`config.mk`:
```
export PLATFORM = sky130hd
export DESIGN_NAME = twre_ease_flat
export DESIGN_NICKNAME = d
export VERILOG_FILES = /design/src/design/twre_pkg.sv /design/src/design/twre_if.sv /design/src/design/twre_ease.sv /design/src/flat_wrapper.sv
export SDC_FILE = /design/constraint.sdc
export NUM_CORES = 2
export LEC_CHECK = 0
export BUFFER_PORTS_ARGS = -buffer_cell sky130_fd_sc_hd__buf_2
export CAP_MARGIN = 40
export CORE_ASPECT_RATIO = 1.1
export CORE_UTILIZATION = 47
export CTS_CLUSTER_DIAMETER = 80
export DETAILED_ROUTE_END_ITERATION = 6
export GPL_ROUTABILITY_DRIVEN = 0
export PLACE_DENSITY = 0.75
export SLEW_MARGIN = 10
export SYNTH_ARGS = -nofsm -noshare
export SYNTH_HDL_FRONTEND = slang
export SYNTH_SLANG_ARGS = --single-unit
```
`constraint.sdc`:
```
create_clock -name clk -period 13.48 [get_ports clk]
set_input_delay 2.696 -clock clk [delete_from_list [all_inputs] [get_ports clk]]
set_output_delay 2.696 -clock clk [all_outputs]
set_load 0.005 [all_outputs]
```
`src/design/twre_pkg.sv`:
```
// ----------------------------------------------------------------------------
// twre_pkg - shared definitions for the two-window ramp envelope
// widths, fixed-point constants, register map and pipeline payload types
// ----------------------------------------------------------------------------
`default_nettype none

package twre_pkg;

    // time and fraction widths
    localparam int TIME_BITS   = 32;
    localparam int FRAC_BITS   = 16;
    localparam int WORK_FRAC   = 30;
    localparam int WORK_W      = WORK_FRAC + 1;
    localparam int R_SHIFT     = WORK_FRAC - FRAC_BITS;
    localparam int PROD_W      = 2 * WORK_W;
    localparam int LEVEL_W     = 16;
    localparam int LEVEL_SHIFT = WORK_W - LEVEL_W;

    // configuration port
    localparam int DATA_W    = 32;
    localparam int REG_IDX_W = 3;
    localparam int ADDR_W    = REG_IDX_W + 2;

    // Q1.30 constants
    localparam logic [WORK_W-1:0] WORK_ONE  = {1'b1, {WORK_FRAC{1'b0}}};
    localparam logic [WORK_W-1:0] WORK_HALF = WORK_ONE >> 1;
    localparam logic [WORK_W-1:0] EASE_B    = 31'd230426967;
    localparam logic [WORK_W-1:0] EASE_A    = EASE_B + WORK_ONE;
    localparam logic [LEVEL_W-1:0] LEVEL_MAX = {1'b1, {LEVEL_SHIFT{1'b0}}};

    typedef enum logic [REG_IDX_W-1:0] {
        REG_ENABLED       = 3'd0,
        REG_FIRST_START   = 3'd1,
        REG_SECOND_START  = 3'd2,
        REG_RAMP_DURATION = 3'd3,
        REG_SLOPE_RISING  = 3'd4,
        REG_CURVE_COSINE  = 3'd5
    } reg_idx_t;

    typedef struct packed {
        logic                 enabled;
        logic [TIME_BITS-1:0] first_start;
        logic [TIME_BITS-1:0] second_start;
        logic [TIME_BITS-1:0] ramp_duration;
        logic                 slope_rising;
        logic                 curve_cosine;
    } cfg_t;

    // window decode and divider stages
    typedef struct packed {
        logic                 is_ramp;
        logic                 lin_inv;
        logic                 cosine;
        logic [WORK_W-1:0]    const_val;
        logic [TIME_BITS-1:0] rem;
        logic [TIME_BITS-1:0] den;
        logic [FRAC_BITS-1:0] q;
    } div_t;

    // easing stages
    typedef struct packed {
        logic              is_ramp;
        logic              lin_inv;
        logic              cosine;
        logic              low;
        logic [WORK_W-1:0] const_val;
        logic [WORK_W-1:0] r;
        logic [WORK_W-1:0] p;
        logic [WORK_W-1:0] pb;
        logic [WORK_W-1:0] poly;
    } ease_t;

endpackage

`default_nettype wire

```
`src/design/twre_if.sv`:
```
// ----------------------------------------------------------------------------
// twre_if - item channels of the two-window ramp envelope
// valid/ready channels for timestamp queries and level results
// ----------------------------------------------------------------------------
`default_nettype none


interface twre_level_if;
    logic                         valid;
    logic                         ready;
    logic [twre_pkg::LEVEL_W-1:0] level;

    modport source (output valid, output level, input ready);
    modport sink   (input valid, input level, output ready);
endinterface

`default_nettype wire

```
`src/design/twre_ease.sv`:
```
// ----------------------------------------------------------------------------
// twre_ease - easing curve and output stages
// quartic cosine-like easing over three multiply stages, level output register
// ----------------------------------------------------------------------------
`default_nettype none

module twre_ease (
    input  wire logic           clk,
    input  wire logic           rst_n,
    input  wire logic           in_valid,
    output logic                in_ready,
    input  wire twre_pkg::div_t in_data,
    twre_level_if.source        out_ch
);

    localparam int WW = twre_pkg::WORK_W;
    localparam int PW = twre_pkg::PROD_W;
    localparam int HI = twre_pkg::WORK_FRAC + WW - 1;
    localparam int LO = twre_pkg::WORK_FRAC;

    twre_pkg::ease_t e0_reg, e1_reg, e2_reg;
    twre_pkg::ease_t e0_next, e1_next, e2_next;
    logic [twre_pkg::LEVEL_W-1:0] level_reg;
    logic [twre_pkg::LEVEL_W-1:0] level_next;
    logic v0_reg, v1_reg, v2_reg, v3_reg;
    logic rdy0, rdy1, rdy2, rdy3;

    logic [WW-1:0] r;
    logic [WW:0]   z2;
    logic [WW:0]   w_wide;
    logic [WW-1:0] w;
    logic          low;
    logic [PW-1:0] w_x, p1_x, b_x, p2_x, t_x;
    logic [PW-1:0] prod_w, prod_b, prod_t;
    logic [WW-1:0] t;
    logic [WW-1:0] poly_raw;
    logic [WW-1:0] half;
    logic [WW-1:0] c;
    logic [WW-1:0] v;

    assign rdy3 = !v3_reg || out_ch.ready;
    assign rdy2 = !v2_reg || rdy3;
    assign rdy1 = !v1_reg || rdy2;
    assign rdy0 = !v0_reg || rdy1;
    assign in_ready     = rdy0;
    assign out_ch.valid = v3_reg;
    assign out_ch.level = level_reg;

    // stage 0: ratio to q1.30, fold about one half, square
    assign r   = {1'b0, in_data.q, {twre_pkg::R_SHIFT{1'b0}}};
    assign z2  = {r, 1'b0};
    assign low = r <= twre_pkg::WORK_HALF;
    assign w_wide = low ? z2 : ({1'b1, {WW{1'b0}}} - z2);
    assign w   = (w_wide > {1'b0, twre_pkg::WORK_ONE}) ? twre_pkg::WORK_ONE
                                                       : w_wide[WW-1:0];
    assign w_x    = {{(PW-WW){1'b0}}, w};
    assign prod_w = w_x * w_x;

    always_comb
    begin
        e0_next           = '0;
        e0_next.is_ramp   = in_data.is_ramp;
        e0_next.lin_inv   = in_data.lin_inv;
        e0_next.cosine    = in_data.cosine;
        e0_next.const_val = in_data.const_val;
        e0_next.low       = low;
        e0_next.r         = r;
        e0_next.p         = prod_w[HI:LO];
    end

    // stage 1: p * b
    assign p1_x   = {{(PW-WW){1'b0}}, e0_reg.p};
    assign b_x    = {{(PW-WW){1'b0}}, twre_pkg::EASE_B};
    assign prod_b = p1_x * b_x;

    always_comb
    begin
        e1_next    = e0_reg;
        e1_next.pb = prod_b[HI:LO];
    end

    // stage 2: p * (a - p * b), limited to one
    assign t        = twre_pkg::EASE_A - e1_reg.pb;
    assign p2_x     = {{(PW-WW){1'b0}}, e1_reg.p};
    assign t_x      = {{(PW-WW){1'b0}}, t};
    assign prod_t   = p2_x * t_x;
    assign poly_raw = prod_t[HI:LO];

    always_comb
    begin
        e2_next      = e1_reg;
        e2_next.poly = (poly_raw > twre_pkg::WORK_ONE) ? twre_pkg::WORK_ONE : poly_raw;
    end

    // stage 3: pick constant, linear or eased value, drop to q1.15
    assign half = e2_reg.poly >> 1;
    assign c    = e2_reg.low ? (twre_pkg::WORK_ONE - half) : half;

    always_comb
    begin
        if (!e2_reg.is_ramp)
            v = e2_reg.const_val;
        else if (!e2_reg.cosine)
            v = e2_reg.lin_inv ? (twre_pkg::WORK_ONE - e2_reg.r) : e2_reg.r;
        else
            v = e2_reg.lin_inv ? c : (twre_pkg::WORK_ONE - c);
        level_next = v[WW-1 -: twre_pkg::LEVEL_W];
    end

    always_ff @(posedge clk or negedge rst_n)
    begin
        if (!rst_n)
        begin
            v0_reg <= 1'b0;
            v1_reg <= 1'b0;
            v2_reg <= 1'b0;
            v3_reg <= 1'b0;
        end
        else
        begin
            if (rdy0)
                v0_reg <= in_valid;
            if (rdy1)
                v1_reg <= v0_reg;
            if (rdy2)
                v2_reg <= v1_reg;
            if (rdy3)
                v3_reg <= v2_reg;
        end
    end

    always_ff @(posedge clk)
    begin
        if (rdy0 && in_valid)
            e0_reg <= e0_next;
        if (rdy1 && v0_reg)
            e1_reg <= e1_next;
        if (rdy2 && v1_reg)
            e2_reg <= e2_next;
        if (rdy3 && v2_reg)
            level_reg <= level_next;
    end

endmodule

`default_nettype wire

```
`src/flat_wrapper.sv`:
```
// flat-port wrapper written by rule: the top's interface ports become plain ports
module twre_ease_flat 
  (clk, rst_n, in_valid, in_ready, in_data, out_ch_valid, out_ch_level, out_ch_ready);
  twre_level_if out_ch_i ();
  input  wire logic clk;
  input  wire logic rst_n;
  input  wire logic in_valid;
  output logic in_ready;
  input  wire twre_pkg::div_t in_data;
  output wire logic [$bits(out_ch_i.valid)-1:0] out_ch_valid;
  output wire logic [$bits(out_ch_i.level)-1:0] out_ch_level;
  input wire logic [$bits(out_ch_i.ready)-1:0] out_ch_ready;
  assign out_ch_valid = out_ch_i.valid;
  assign out_ch_level = out_ch_i.level;
  assign out_ch_i.ready = out_ch_ready;
  twre_ease u_core (.clk(clk), .rst_n(rst_n), .in_valid(in_valid), .in_ready(in_ready), .in_data(in_data), .out_ch(out_ch_i));
endmodule
```
### Word level (Yosys, flattened, before mapping)

Index checks and enable logic that the tools add are counted.

* bits in registers: 297
* latch bits: 0
* memory bits (writable): 0
* bits in read-only memories: 0
* input port bits: 118
* word-level logic and storage cells: 57
* memories kept: 0

* add/sub/neg operators: 5
* multipliers: 3
* divide/modulo/power cells: 0
* magnitude comparators: 3
* equality and inequality tests: 0
* shift-type cells: 0
* mux-type cells: 7
* bitwise operators: 0
* reductions and logical operators: 12

Operators with widths (count)
* 31-bit 2-to-1 mux: 6
* 31-bit by 31-bit multiplier with 61-bit output: 2
* 31-bit by 30-bit subtractor with 31-bit output, first input constant: 2
* 31-bit subtractor, first input constant: 2
* 31-bit by 28-bit multiplier with 59-bit output, second input constant: 1
* 32-bit by 31-bit > comparator with 1-bit output, second input constant: 1
* 32-bit 2-to-1 mux: 1
* 32-bit by 31-bit subtractor with 32-bit output, first input constant: 1
* 31-bit > comparator, second input constant: 1
* 30-bit <= comparator, second input constant: 1
* 1-bit logical AND: 4
* 1-bit zero test: 4
* 1-bit logical OR: 4

### Logic depth before layout (Yosys ltp)

* depth after elaboration: 6
* depth in mapped cells: 40
* depth with buffers taken out: 37

### Least setup slack after synthesis

No wires, ideal clock.

* path kind: input -> register
* start point: input in_data[4] in the netlist's numbering
* end point: register u_core.e0_reg[91] in the netlist's numbering (data pin)
* arrival time: 11.303 ns
* slack: 1.920 ns
* stages: 34
* path through: or4_4 or3_1 or3_1 or2_4 o21ai_4 xor2_4 inv_2 nor4_4 a21boi_2 or2_1 inv_2 nand2_1 fa_1 inv_1 fa_1 inv_1 fa_1 inv_1 fa_1 inv_1 fa_1 inv_1 fa_1 ha_1 ha_1 ha_1 and3_1 a311oi_1 o21ai_0 a41oi_1 a21oi_1 a31o_2 a221o_1 xnor2_1

* longest elaborated chain between the ends: 5

Ends and longest elaborated chain
* from (decl): line flat_wrapper.sv:9 `input wire twre_pkg::div_t in_data;`
* 32-bit by 31-bit subtractor with 32-bit output or 30-bit <= comparator (tied branches): line twre_ease.sv:53, twre_ease.sv:52
* 32-bit 2-to-1 mux (*): line twre_ease.sv:53 `assign w_wide = low ? z2 : ({1'b1, {WW{1'b0}}} - z2);`
* 32-bit by 31-bit > comparator with 1-bit output: line twre_ease.sv:54 `assign w = (w_wide > {1'b0, twre_pkg::WORK_ONE}) ? twre_pkg::WORK_ONE`
* 31-bit 2-to-1 mux (*): line twre_ease.sv:54
* 31-bit by 31-bit multiplier with 61-bit output (*): line twre_ease.sv:57 `assign prod_w = w_x * w_x;`
* named net u_core.prod_w[59]: line twre_ease.sv:34 `logic [PW-1:0] prod_w, prod_b, prod_t;`
* to (signal assigned): line twre_ease.sv:135 `e0_reg <= e0_next;`
* to (decl): line twre_ease.sv:21 `twre_pkg::ease_t e0_reg, e1_reg, e2_reg;`

The timed path passes the listed nets; every way through them passes the cells marked *.
A chain may end at the register's enable or synchronous reset.

### Final worst setup path

* start point: input in_data[0] in the netlist's numbering
* end point: register u_core.e0_reg[92] in the netlist's numbering (data pin)

The elaborated chain is that of the path after synthesis.

==> metrics.md <==
| Metric | Value |
|---|---|
| Max Cap Viol | `0` |
| Post-synth ARST share | `about 1.6%` |
| Status | `completed` |
| Setup Viol. Count Final | `0` |
| Post-CTS Setup Repair Bufs | `0` |
| Hold Buf Count CTS | `0` |
| Post-synth EDFFs | `243` |
| Syn Inst Count | `6382` |
| PortBufs | `56` |
| Yosys warnings | `0` |
| R2r worst-path depth | `34` |
| # fillers | `11679` |
| Synthesized area per cell | `9.81 um2` |
| CTS tree | `yes` |
| DRT iter0 DRCs | `2942` |
| # nets final | `8587` |
| Max FFs per register | `between 90 and 100` |
| Register area share after synthesis | `between 10% and 20%` |
| Final Slew Violations | `0` |
| First-pass GRT wire length | `253000 um` |
| Worst-path maximum fanout | `16` |
| Total grt overflow | `0` |
| Num CTS Buffers | `27` |
| DIE AREA | `0.135 mm2` |
| CP arrival | `12.63 ns` |
| Synth Register Bits | `between 200 and 250` |
| Top-area cell type share of the netlist area | `between 40% and 50%` |
| Die W | `350 um` |
| Top post-synthesis cells by area | `fa_1 43%, ha_1 15%, edfxtp_1 12%` |
| Worst r2r src | `u_core.e1_reg[34]` |
| Clock Pin Slew Worst Setup and Hold Paths | `approximately 0.060 ns` |
| Antenna Nets Post-Route | `0` |
| Antenna violations before repair | `1` |
| Final hold vios | `0` |
| CORE AREA | `0.132 mm2` |
| Setup repair after global routing missed its margin | `false` |
| Largest net degree at the start of global routing | `71` |
| CP max stage cell | `fa_1` |
| Post_cts resized | `0` |
| Post-synth top area cell | `fa_1` |
| Min Tclk post-route | `approximately 12 ns` |
| Clk buf depth | `3` |
| Type of origin of the critical path | `input pin` |
| Detailed Routing Iterations Pass 1 | `6` |
| CP Capture Type | `flop` |
| DR WL/cell | `19.0 um` |
| CTS Root Cell | `clkbuf_16` |
| Final HPWL DP | `120000 um` |
| Worst path max stage delay | `just under 0.6 ns` |
| CP dominant cell by count | `fa_1` |
| Area Overhead vs Synth | `6.08%` |
| Post-Syn Area | `between 0.06 and 0.07 mm2` |
| Fmax | `approximately 0.081 GHz` |
| Hold/Removal Path Class | `reg -> reg` |
| CP required | `13.80 ns` |
| Most common cell after layout, fill and taps aside | `inv_1` |
| Max_slew headroom | `34.9%` |
| CTS H-tree depth | `1` |
| Die height | `385 um` |
| Worst-skew pair later-pin latency | `0.58 ns` |
| I/O pin cnt | `136` |
| Setup TNS | `0 ns` |
| Skew final | `~0.016 ns` |
| DRT Wirelength | `155000 um` |
| Clock Sinks | `247` |
| Synth cell types | `82` |
| Crit path launch | `in_data[0]` |
| DRC violations left | `0` |
| Via Count | `43712` |
| Reg2Reg Setup Slack | `2.09 ns` |
| Setup crit end | `u_core.e0_reg[92]` |
| Layout cell share with drive strength beyond 1 | `under 10%` |
| Reg2reg end | `u_core.e2_reg[17]` |
| Setup CP Type | `in -> reg` |
| Primary FF master, synth | `edfxtp_1` |
| Vias in the first global route | `about 48000` |
| Worst-margin pin slew | `0.969 ns` |
| Most frequent cells in the layout | `1656 x inv_1, 1335 x fa_1, 747 x ha_1` |
| Initial core utilization | `47.3%` |
| Rows | `140` |
| Global Route Usage Sum | `24.0%` |
| Period utilization | `91.3%` |
| Vias per Instance | `5.34` |
[layer usage]
layer | vias to the layer above | track usage [%] | routed length [um]
li1 | 19154 | - | -
met1 | 22281 | 29.2 | 57100
met2 | 1720 | 41.9 | 77900
met3 | 557 | 3.29 | 11400
met4 | 0 | 11.8 | 8710
met5 | - | 0 | 0
[cell families after synthesis]
family | after synthesis | share of synthesized area (%)
other | 2 | 0.0120
AND/OR/NAND/NOR | 1540 | 12.1
XOR/XNOR | 182 | 2.59
multiplexers | 9 | 0.148
adder cells (fa/ha/maj) | 2082 | 57.6
AO/OA/AOI/OAI | 435 | 4.36
flip-flops | 247 | 11.8
buffers and inverters | 1885 | 11.3
[layout make-up]
type / count / area, um2 / share of cell area (%)
multi-input combinational: 4297 / 48500 / 73.1
tap: 1775 / 2220 / 3.35
inverter: 1662 / 6240 / 9.40
antenna: 1 / 2.50 / 0.00377
timing repair buffer: 152 / 1160 / 1.74
clock buffer: 30 / 687 / 1.03
clock inverter: 20 / 161 / 0.243
sequential: 247 / 7400 / 11.1
[how the worst min path moves through the flow]
stage	startpoint	end	slack (ns)	depth (start not counted)
global route	u_core.e0_reg[120]	u_core.e1_reg[120]	0.42	0
finish	u_core.e0_reg[115]	u_core.e1_reg[115]	0.41	0
global placement	u_core.e1_reg[120]	u_core.e2_reg[120]	0.40	0
CTS	u_core.e0_reg[120]	u_core.e1_reg[120]	0.41	0
detailed placement	u_core.e0_reg[111]	u_core.e1_reg[111]	0.40	0
floorplan	u_core.e0_reg[107]	u_core.e1_reg[107]	0.40	0
[worst max-delay path, delay by kind of cell]
kind	cells	cell delay, ns
fa+ha+maj	10	4.24
compound gates	9	2.24
simple gates	7	1.58
xor+xnor	2	0.61
buf+inv	6	1.24
[synthesized netlist by cell type, types with 4 or more instances]
cell	n
inv_1	1656
fa_1	1335
ha_1	747
nand2_1	621
and2_1	362
edfxtp_1	243
clkbuf_1	217
nor2_1	212
a21oi_1	153
nand2b_1	127
xnor2_1	109
o21ai_0	82
xor2_1	71
a21o_1	41
nand3_1	38
nor3_1	34
nand4_1	32
a31oi_1	28
nor2b_1	26
or3_1	19
o21a_1	16
a211oi_1	15
o31ai_1	13
or2_2	13
nor4_1	10
o211ai_1	10
o21bai_1	8
a21boi_0	7
and3_1	7
mux2i_1	7
or4_1	7
o41ai_1	6
a31o_2	5
nand3b_1	5
o2111ai_1	5
o221ai_1	5
a2111oi_0	4
a311oi_1	4
a41oi_1	4
dfrtp_1	4
nor3b_1	4
or4_4	4
[through the flow]
step	util, %	hold WS [ns]	cells	worst slack [ns]	area (um2)
after global routing	50.2	0.417	8183	0.559	66400
after CTS	50.1	0.414	8180	1.31	66300
after global placement	49.4	0.401	8123	0.932	65300
after floorplan	-	0.400	6429	1.92	62800
final	50.2	0.411	8184	1.17	66400
after detailed placement	49.5	0.405	8130	0.732	65500
Power is not shown: default switching activity piles up to over one toggle a cycle in this logic, so the estimate is an artifact.
