[config.mk]
export PLATFORM = sky130hd
export DESIGN_NAME = twre_window_flat
export DESIGN_NICKNAME = d
export VERILOG_FILES = /design/src/design/twre_pkg.sv /design/src/design/twre_if.sv /design/src/design/twre_window.sv /design/src/flat_wrapper.sv
export SDC_FILE = /design/constraint.sdc
export NUM_CORES = 1
export LEC_CHECK = 0
export ABC_AREA = 1
export ABC_CLOCK_PERIOD_IN_PS = 7090
export BUFFER_PORTS_ARGS = -buffer_cell sky130_fd_sc_hd__buf_2
export CORE_MARGIN = 2
export CORE_UTILIZATION = 29
export CTS_BUF_LIST = sky130_fd_sc_hd__clkbuf_8
export DETAILED_ROUTE_END_ITERATION = 10
export PLACE_DENSITY = 0.57
export RECOVER_POWER = 25
export SETUP_SLACK_MARGIN = 0.15
export SYNTH_ARGS = -nofsm -noshare
export SYNTH_HDL_FRONTEND = slang
export SYNTH_SLANG_ARGS = --single-unit
export TNS_END_PERCENT = 100
[constraint.sdc]
create_clock -name clk -period 7.09 [get_ports clk]
set_input_delay 1.418 -clock clk [delete_from_list [all_inputs] [get_ports clk]]
set_output_delay 1.418 -clock clk [all_outputs]
set_load 0.03 [all_outputs]
[src/design/twre_pkg.sv]
// ----------------------------------------------------------------------------
// twre_pkg - shared definitions for the two-window ramp envelope
// widths, fixed-point constants, register map and pipeline payload types
// ----------------------------------------------------------------------------
`default_nettype none

package twre_pkg;

    // time and fraction widths
    localparam int TIME_BITS   = 32;
    localparam int FRAC_BITS   = 16;
    localparam int WORK_FRAC   = 30;
    localparam int WORK_W      = WORK_FRAC + 1;
    localparam int R_SHIFT     = WORK_FRAC - FRAC_BITS;
    localparam int PROD_W      = 2 * WORK_W;
    localparam int LEVEL_W     = 16;
    localparam int LEVEL_SHIFT = WORK_W - LEVEL_W;

    // configuration port
    localparam int DATA_W    = 32;
    localparam int REG_IDX_W = 3;
    localparam int ADDR_W    = REG_IDX_W + 2;

    // Q1.30 constants
    localparam logic [WORK_W-1:0] WORK_ONE  = {1'b1, {WORK_FRAC{1'b0}}};
    localparam logic [WORK_W-1:0] WORK_HALF = WORK_ONE >> 1;
    localparam logic [WORK_W-1:0] EASE_B    = 31'd230426967;
    localparam logic [WORK_W-1:0] EASE_A    = EASE_B + WORK_ONE;
    localparam logic [LEVEL_W-1:0] LEVEL_MAX = {1'b1, {LEVEL_SHIFT{1'b0}}};

    typedef enum logic [REG_IDX_W-1:0] {
        REG_ENABLED       = 3'd0,
        REG_FIRST_START   = 3'd1,
        REG_SECOND_START  = 3'd2,
        REG_RAMP_DURATION = 3'd3,
        REG_SLOPE_RISING  = 3'd4,
        REG_CURVE_COSINE  = 3'd5
    } reg_idx_t;

    typedef struct packed {
        logic                 enabled;
        logic [TIME_BITS-1:0] first_start;
        logic [TIME_BITS-1:0] second_start;
        logic [TIME_BITS-1:0] ramp_duration;
        logic                 slope_rising;
        logic                 curve_cosine;
    } cfg_t;

    // window decode and divider stages
    typedef struct packed {
        logic                 is_ramp;
        logic                 lin_inv;
        logic                 cosine;
        logic [WORK_W-1:0]    const_val;
        logic [TIME_BITS-1:0] rem;
        logic [TIME_BITS-1:0] den;
        logic [FRAC_BITS-1:0] q;
    } div_t;

    // easing stages
    typedef struct packed {
        logic              is_ramp;
        logic              lin_inv;
        logic              cosine;
        logic              low;
        logic [WORK_W-1:0] const_val;
        logic [WORK_W-1:0] r;
        logic [WORK_W-1:0] p;
        logic [WORK_W-1:0] pb;
        logic [WORK_W-1:0] poly;
    } ease_t;

endpackage

`default_nettype wire

[src/design/twre_if.sv]
// ----------------------------------------------------------------------------
// twre_if - item channels of the two-window ramp envelope
// valid/ready channels for timestamp queries and level results
// ----------------------------------------------------------------------------
`default_nettype none

interface twre_time_if;
    logic                           valid;
    logic                           ready;
    logic [twre_pkg::TIME_BITS-1:0] now_time;

    modport source (output valid, output now_time, input ready);
    modport sink   (input valid, input now_time, output ready);
endinterface


`default_nettype wire

[src/design/twre_window.sv]
// ----------------------------------------------------------------------------
// twre_window - window decode stage
// classifies a timestamp against both windows, sets up the division
// ----------------------------------------------------------------------------
`default_nettype none

module twre_window (
    input  wire logic           clk,
    input  wire logic           rst_n,
    input  wire twre_pkg::cfg_t cfg,
    twre_time_if.sink           in_ch,
    output logic                out_valid,
    input  wire logic           out_ready,
    output twre_pkg::div_t      out_data
);

    logic                             valid_reg;
    twre_pkg::div_t                   data_reg;
    twre_pkg::div_t                   data_next;
    logic                             rdy;
    logic [twre_pkg::TIME_BITS-1:0]   now;
    logic [twre_pkg::TIME_BITS:0]     now_x;
    logic [twre_pkg::TIME_BITS:0]     end1;
    logic [twre_pkg::TIME_BITS:0]     end2;
    logic                             rise;

    assign rdy         = !valid_reg || out_ready;
    assign in_ch.ready = rdy;
    assign out_valid   = valid_reg;
    assign out_data    = data_reg;

    assign now   = in_ch.now_time;
    assign now_x = {1'b0, now};
    assign end1  = {1'b0, cfg.first_start} + {1'b0, cfg.ramp_duration};
    assign end2  = {1'b0, cfg.second_start} + {1'b0, cfg.ramp_duration};
    assign rise  = cfg.slope_rising;

    always_comb
    begin
        data_next           = '0;
        data_next.cosine    = cfg.curve_cosine;
        data_next.den       = cfg.ramp_duration;
        if (!cfg.enabled || cfg.first_start == '0)
        begin
            data_next.const_val = '0;
        end
        else if (now > cfg.first_start && now_x < end1)
        begin
            // inside the first window
            data_next.is_ramp = 1'b1;
            data_next.rem     = now - cfg.first_start;
            data_next.lin_inv = !rise;
        end
        else if (cfg.second_start == '0)
        begin
            if (now <= cfg.first_start)
                data_next.const_val = rise ? '0 : twre_pkg::WORK_ONE;
            else
                data_next.const_val = rise ? twre_pkg::WORK_ONE : '0;
        end
        else if (now <= cfg.second_start)
        begin
            data_next.const_val = rise ? twre_pkg::WORK_ONE : '0;
        end
        else if (now_x >= end2)
        begin
            data_next.const_val = rise ? '0 : twre_pkg::WORK_ONE;
        end
        else
        begin
            // inside the return window
            data_next.is_ramp = 1'b1;
            data_next.rem     = now - cfg.second_start;
            data_next.lin_inv = rise;
        end
    end

    always_ff @(posedge clk or negedge rst_n)
    begin
        if (!rst_n)
            valid_reg <= 1'b0;
        else if (rdy)
            valid_reg <= in_ch.valid;
    end

    always_ff @(posedge clk)
    begin
        if (rdy && in_ch.valid)
            data_reg <= data_next;
    end

endmodule

`default_nettype wire

[src/flat_wrapper.sv]
// flat-port wrapper written by rule: the top's interface ports become plain ports
module twre_window_flat 
  (clk, rst_n, cfg, out_valid, out_ready, out_data, in_ch_valid, in_ch_now_time, in_ch_ready);
  twre_time_if in_ch_i ();
  input  wire logic clk;
  input  wire logic rst_n;
  input  wire twre_pkg::cfg_t cfg;
  output logic out_valid;
  input  wire logic out_ready;
  output twre_pkg::div_t out_data;
  input wire logic [$bits(in_ch_i.valid)-1:0] in_ch_valid;
  input wire logic [$bits(in_ch_i.now_time)-1:0] in_ch_now_time;
  output wire logic [$bits(in_ch_i.ready)-1:0] in_ch_ready;
  assign in_ch_i.valid = in_ch_valid;
  assign in_ch_i.now_time = in_ch_now_time;
  assign in_ch_ready = in_ch_i.ready;
  twre_window u_core (.clk(clk), .rst_n(rst_n), .cfg(cfg), .in_ch(in_ch_i), .out_valid(out_valid), .out_ready(out_ready), .out_data(out_data));
endmodule
After elaboration in Yosys (flattened, before gate mapping)
Index checks and enable logic that the tools add are counted.
- divide/modulo/power cells: 0
- add/subtract/negate cells: 4
- $lt $le $gt $ge: 5
- mux-type cells: 14
- multiply operators: 0
- reduce and logical (&&, ||, !) cells: 10
- equal/unequal tests: 0
- bitwise logic cells: 0
- shift operators: 0
- operator list (kind ; number):
    31-bit two-way mux ; 6
    32-bit two-way mux ; 4
    32-bit by 32-bit adder with 33-bit output ; 2
    32-bit less-or-equal comparator ; 2
    32-bit zero test ; 2
    32-bit subtractor ; 2
    32-bit by 33-bit >= comparator with 1-bit output ; 1
    32-bit by 33-bit less-than comparator with 1-bit output ; 1
    32-bit > comparator ; 1
    2-bit two-way mux ; 4
    1-bit zero test ; 3
    1-bit logical AND ; 2
    1-bit logical OR ; 2
    2-bit OR reduction ; 1
- bits in writable memories: 0
- memories: 0
- latch bits: 0
- input bits: 135
- register bits: 99
- output and inout bits: 116
- ROM bits: 0
- logic and storage cells: 40

Logic depth before layout (Yosys ltp)
Gate-level depths: netlist of the first run.
- depth in word-level cells: 6
- mapped depth: 29
- depth with buffers taken out: 28

Least setup slack after synthesis of the first run
No wires, ideal clock.
- path kind: input -> register
- start point: in in_ch_valid
- end point: reg u_core.data_reg (netlist bit u_core.out_data[110]), enable pin
- buffers on the path: 0
- stages on the path: 2
- slack: 1.816 ns
- arrival: 4.758 ns
- cells stage by stage: inv_1 a21oi_1
- longest elaborated chain between the ends: 1
- RTL lines (what ; RTL line ; source):
    start: declaration ; flat_wrapper.sv:11 ; input wire logic [$bits(in_ch_i.valid)-1:0] in_ch_valid;
    1-bit logical AND ; twre_window.sv:88 ; if (rdy && in_ch.valid)
    end signal: assignment ; twre_window.sv:89 ; data_reg <= data_next;
    end: declaration ; twre_window.sv:18 ; twre_pkg::div_t data_reg;
Every way passes these cells.
A chain may end at the register's enable or synchronous reset.

Worst setup path in the final report of the first run
- start point: in cfg[2] (netlist name)
- end point: reg u_core.data_reg (netlist bit u_core.out_data[64]), data pin
- longest elaborated chain between the ends: 6
- RTL lines (what ; RTL line ; source):
    start: declaration ; flat_wrapper.sv:7 ; input wire twre_pkg::cfg_t cfg;
    32-bit by 32-bit adder with 33-bit output ; twre_window.sv:35 ; assign end2 = {1'b0, cfg.second_start} + {1'b0, cfg.ramp_duration};
    32-bit by 33-bit >= comparator with 1-bit output ; twre_window.sv:65 ; else if (now_x >= end2)
    32-bit two-way mux ; twre_window.sv:65 ;
    32-bit two-way mux ; twre_window.sv:61 ; else if (now <= cfg.second_start)
    32-bit two-way mux ; twre_window.sv:54 ; else if (cfg.second_start == '0)
    32-bit two-way mux * ; twre_window.sv:47 ; else if (now > cfg.first_start && now_x < end1)
Mark *: on every way between the ends. The rest lies on a longest branch, timed or not.

==> results.toml, run 1 <==
[setup_path]
crit_required_ns = 7.34
worstSetupEndpointType = "flip-flop"
cp_max_fo = 32
r2r_start = "u_core.out_valid"
worstPathArrival_ns = 5.96
cp-startpoint = "cfg[2]"
rrSetupSlack_ns = 5.35
path_class = "primary input to flip-flop"
start_kind = "primary input"

[synthesis]
synth-edff-count = 68
synth_seq_cells = 69
synthCells = 1753
syn-cell-area_mm2 = 0.0124
async_flop_share_pct = 1.45
yosysSeqAreaShare_pct = 16.7
synth_xor_area_share_pct = 7.64
synth_compound_area_share_pct = 18.0
synth-simple-area-share_pct = 26.6
synth-adder-area-share_pct = 19.9
yosys-mux-area-fraction_pct = 0
synth_cell_types = 57
synth_top_family_by_area = "simple AND/OR/NAND/NOR gates"
synth_flop_cell = "edfxtp_1"
ys_warn_count = 0
syn_avg_cell_area_um2 = 7.07

[worst_hold_path]
hp-start = "u_core.out_valid"
worstHoldPathType = "flip-flop to flip-flop"

[sta]
setup_viol = 0
final.min_clock_period_ns = 5.71
hold_viol = 0
final.setup_skew_ns = 0.0175
worstMarginPinSlew_ns = 0.958
rsz0062_at_grt = "false"
clock.fmax_mhz = 175
slew_headroom_pct = 36.1
setup_tns_ns = 0
fin_crit_sh_pct = 80.5
drv_slew = 0

[global_route]
antenna_found_initial = 2
grt_first_pass_wirelength_um = 72800
grt_pass1_vias = 12700
grt_max_degree = 69
grt_usage_pct = 22.0
overflow = 0

[route]
detail-route-antenna-nets = 0
drt_iter0_markers = 867
wl_per_cell_um = 19.8
num_vias = 12900
drt_drc_violations_left = 0
routed_wl_um = 49500
firstDrtPassIters = 5
vias_per_cell = 5.15

[layout]
finalNetCount = 2286
final_area_mm2 = 0.0140
fill_cells = 4691
area_delta_synth_final_pct = 13.1
layout-drive-gt1-share_pct = 13.6

[cts]
clock-root-buffer = "clkbuf_8"
ctsHoldBuffers = 0
cts_buffers = 9
clk_pin_slew_ns = 0.08
clock-sinks = 69
cts_setup_buffers = 0
cts_tree = "done"
clkLatencyLatePin_ns = 0.43
cts-htree-levels = 3
clockBufferDepth = 2
ctsResizeCount = 0

[power]
p_leak_nw = 6.75
ir_drop_uv = 88.1
p_per_area_mw_per_mm2 = 159

[flow_run]
maxCapViolations = 0

[outcome]
status = "finished clean"

[place]
place_congestion = 0.950
port_buffers = 204
dpl-instance-area_mm2 = 0.0138
dpl.hpwl_um = 43200

[floorplanning]
rows = 75
die_h_um = 211
ios = 251
floorplan.initialDensity_pct = 29.5
die_area_mm2 = 0.0444
die_w_um = 211
core-area_mm2 = 0.0420
-- cells in the mapped netlist (5+ instances only) --
library cell	n	share of area, %
nand4_1	55	2.8
a211oi_1	7	0.42
inv_1	234	7.1
nor2_1	161	4.9
o221ai_1	6	0.42
nand3_1	52	2.1
nand2_2	7	0.35
a21oi_1	167	6.7
nand3_2	31	2.5
o21ai_0	60	2.4
ha_1	191	19
nor3_1	18	0.73
buf_4	49	3.0
xnor2_1	43	3.0
buf_6	5	0.45
xor2_1	65	4.6
o211ai_1	6	0.36
edfxtp_1	68	16
a21boi_0	13	0.79
buf_2	5	0.20
o21ai_1	6	0.24
o21bai_1	14	0.85
nor4_1	20	1.0
a21o_1	25	1.5
o21a_1	8	0.48
a21oi_2	25	1.8
a31oi_1	16	0.81
nand2_1	342	10
-- final cells by class --
type	count	area (um^2)	area share (%)
inverter	238	893	6.38
clock buffer	9	124	0.884
sequential	69	2070	14.8
antenna	2	5.00	0.0357
multi-input combinational	1427	9140	65.3
clock inverter	7	90.1	0.643
tap	539	674	4.82
timing repair buffer	211	1010	7.23
-- where the power goes --
| part | switching, mW | internal, mW | total (mW) |
|---|---|---|---|
| clock network | 0.187 | 0.196 | 0.383 |
| registers | 0.00847 | 0.490 | 0.498 |
| logic | 0.900 | 0.442 | 1.34 |
| total | 1.10 | 1.13 | 2.22 |
-- state kept, by name, indices dropped and copies added, names as in the netlist --
name and flops:
u_core.out_data 68, u_core.out_valid 1
-- stage by stage --
stage	hold slack, ns	power (mW)	std cells	util, %	setup slack, ns
global route	0.615	2.39	2502	33.3	0.931
finish	0.583	2.22	2502	33.3	1.38
detailed placement	0.581	1.84	2484	32.9	0.917
floorplan	0.895	1.48	1798	-	1.82
global placement	0.550	1.83	2484	32.9	1.05
CTS	0.601	2.23	2500	33.4	1.35
-- cells in the final DEF, fill, tap and decap left out, types with 16 or more instances in the layout --
cell type    n
a21o_1      25
a21oi_1    166
a21oi_2     25
a31oi_1     16
buf_2      155
clkbuf_1    49
conb_1      46
edfxtp_1    68
ha_1       191
inv_1      234
nand2_1    342
nand3_1     52
nand3_2     31
nand4_1     55
nor2_1     161
nor3_1      18
nor4_1      20
o21ai_0     60
xnor2_1     43
xor2_1      65
-- final timing paths --
kind / end / depth (start not counted)
max in group asynchronous: u_core.out_valid / 1
worst min register to register: u_core.out_valid / 2
min in group asynchronous: u_core.out_valid / 1
worst max register to register: u_core.out_data[48] / 2
worst max-delay path: u_core.out_data[64] / 24
worst min-delay path: u_core.out_valid / 2
-- critical path, stage by stage --
cell	delay, ns
clkbuf_1	0.12
ha_1	0.24
fa_1	0.42
nand3_1	0.12
nand3_2	0.10
a21oi_1	0.22
o21ai_0	0.20
a21boi_0	0.35
o21bai_1	0.16
a21boi_0	0.34
o21ai_0	0.16
xnor2_1	0.15
ha_1	0.29
a21oi_1	0.14
nor2_1	0.05
a211oi_1	0.19
nand2_1	0.08
nand2_1	0.06
nand2_1	0.04
nand2_1	0.07
nand2_2	0.14
nor2_8	0.54
nand3_1	0.15
a21oi_1	0.20
-- metal layers --
layer	global-route usage (%)	share of wire (%)	vias up
met3	1.95	5.2	66
met1	29.4	45	6048
met2	36.6	46	424
met5	0	0	-
li1	-	-	6346
met4	8.94	3.4	0
-- cells by family (layout without fill, tap and decap cells) --
group,Yosys count,in the layout
XOR/XNOR,108,108
AND/OR/NAND/NOR,710,710
buffers and inverters,302,465
flip-flops,69,69
adder cells (fa/ha/maj),195,195
other,1,48
AO/OA/AOI/OAI,368,368
Power figures use the tool's default switching activity.
==> inputs of run 2 (changes only) <==
ABC_CLOCK_PERIOD_IN_PS = 5900   (was 7090)
clock period = 5.9 ns   (was 7.09 ns; I/O delays follow)
==> results.toml, run 2 (synthesis results as in run 1) <==
[cts]
cts_tree = "done"
clk_pin_slew_ns = 0.07
cts_buffers = 9
ctsResizeCount = 0
clkLatencyLatePin_ns = 0.44
cts_setup_buffers = 0
clock-sinks = 69
ctsHoldBuffers = 0
cts-htree-levels = 3
clock-root-buffer = "clkbuf_8"
clockBufferDepth = 2

[sta]
setup_viol = 0
fin_crit_sh_pct = 87.4
hold_viol = 0
rsz0062_at_grt = "false"
setup_tns_ns = 0
clock.fmax_mhz = 194
final.min_clock_period_ns = 5.16
fin_hold_ws_ns = 0.516
worstMarginPinSlew_ns = 2.86
final.setup_skew_ns = 0.0177
slew_headroom_pct = -90.3
drv_slew = 22

[floorplanning]
die_area_mm2 = 0.0444
die_w_um = 211
ios = 251
floorplan.initialDensity_pct = 29.5
die_h_um = 211
core-area_mm2 = 0.0420
rows = 75

[route]
drt_drc_violations_left = 0
vias_per_cell = 5.07
wl_per_cell_um = 19.5
firstDrtPassIters = 7
routed_wl_um = 49000
detail-route-antenna-nets = 0
drt_iter0_markers = 772
num_vias = 12700

[layout]
finalNetCount = 2292
area_delta_synth_final_pct = 13.8
utilization_pct = 33.5
mostFrequentLayoutCell = "nand2_1"
final_cell_mix = "nand2_1, inv_1, ha_1, buf_2, a21oi_1"
largest_reg_flops = 68
layout-drive-gt1-share_pct = 14.5

[place]
dpl.hpwl_um = 43400
place_congestion = 0.946
port_buffers = 204

[power]
p_leak_nw = 6.86
ir_drop_uv = 118
finalPower_mw = 2.71
p_per_area_mw_per_mm2 = 192

[outcome]
status = "finished, violations left"
violations = "max-capacitance violations, max-slew violations"

[setup_path]
cp_max_fo = 17
worstSetupEndpointType = "flip-flop"
rrSetupSlack_ns = 2.19
max_stage_delay_ns = 0.41
worstPathArrival_ns = 5.43
r2r_start = "u_core.out_valid"
crit_path_top_delay_cell = "fa_1"
path_class = "primary input to flip-flop"
r2r-end = "u_core.out_data[77]"
cp-startpoint = "cfg[2]"
start_kind = "primary input"
cpMostUsedCell = "nand2_1"
reg2regPathDepth = 2
crit_required_ns = 6.17

[global_route]
grt_first_pass_wirelength_um = 72700
antenna_found_initial = 2
grt_usage_pct = 21.9
grt_max_degree = 49
overflow = 0
grt_pass1_vias = 12500

[worst_hold_path]
worstHoldPathType = "primary input to asynchronous set/reset pin"

[flow_run]
maxCapViolations = 1
run 2: cell count changes in the layout (fill, tap and decap cells not counted), moves of 2 or more:
cell,delta
buf_2,+17
buf_4,+4
clkbuf_1,-17
buf_12,+2
inv_1,+2
run 2: per-layer routing:
metal	global-route usage [%]	wire length, um	up-vias
li1	-	-	6349
met1	29.1	22100	5859
met2	36.3	22600	437
met3	2.25	2680	68
met4	8.69	1580	0
met5	0	0	-
run 2: final cells by class:
| type | instances | area, um^2 |
|---|---|---|
| Clock inverter | 7 | 106 |
| Fill cell | 4686 | 27900 |
| Inverter | 238 | 893 |
| Multi-Input combinational cell | 1427 | 9130 |
| Timing Repair Buffer | 217 | 1100 |
| Antenna cell | 2 | 5.00 |
| Clock buffer | 9 | 124 |
| Tap cell | 539 | 674 |
| Sequential cell | 69 | 2070 |
run 2: how the worst max path moves through the flow:
stage	to	slack, ns	cells past startpoint
final	u_core.out_data[64]	0.74	25
after global routing	u_core.out_data[69]	0.42	24
after CTS	u_core.out_data[64]	0.78	25
after detailed placement	u_core.out_data[64]	0.33	25
after global placement	u_core.out_data[64]	0.39	25
after floorplan	u_core.out_data[110]	0.86	2
run 2: where the power goes:
group / leakage [nW] / switching (mW) / internal (mW) / total [mW]
clock: 0.123 / 0.211 / 0.275 / 0.486
combinational: 6.06 / 1.08 / 0.548 / 1.63
sequential: 0.673 / 0.00860 / 0.588 / 0.597
total: 6.86 / 1.30 / 1.41 / 2.71
run 2: stage by stage:
stage / setup slack, ns / area, um^2 / instances
floorplan: 0.864 / 12600 / 1798
global placement: 0.393 / 13900 / 2490
detailed placement: 0.331 / 13900 / 2490
CTS: 0.777 / 14100 / 2506
global route: 0.415 / 14100 / 2508
finish: 0.744 / 14100 / 2508
run 2: critical path: cells and delay by family:
kind | cells | cell delay [ns]
xor gates and xnor gates | 1 | 0.15
buffers and inverters | 2 | 0.39
AOI/OAI and AO/OA | 9 | 1.87
adders and majority gates | 3 | 0.94
and+or+nand+nor | 10 | 0.89
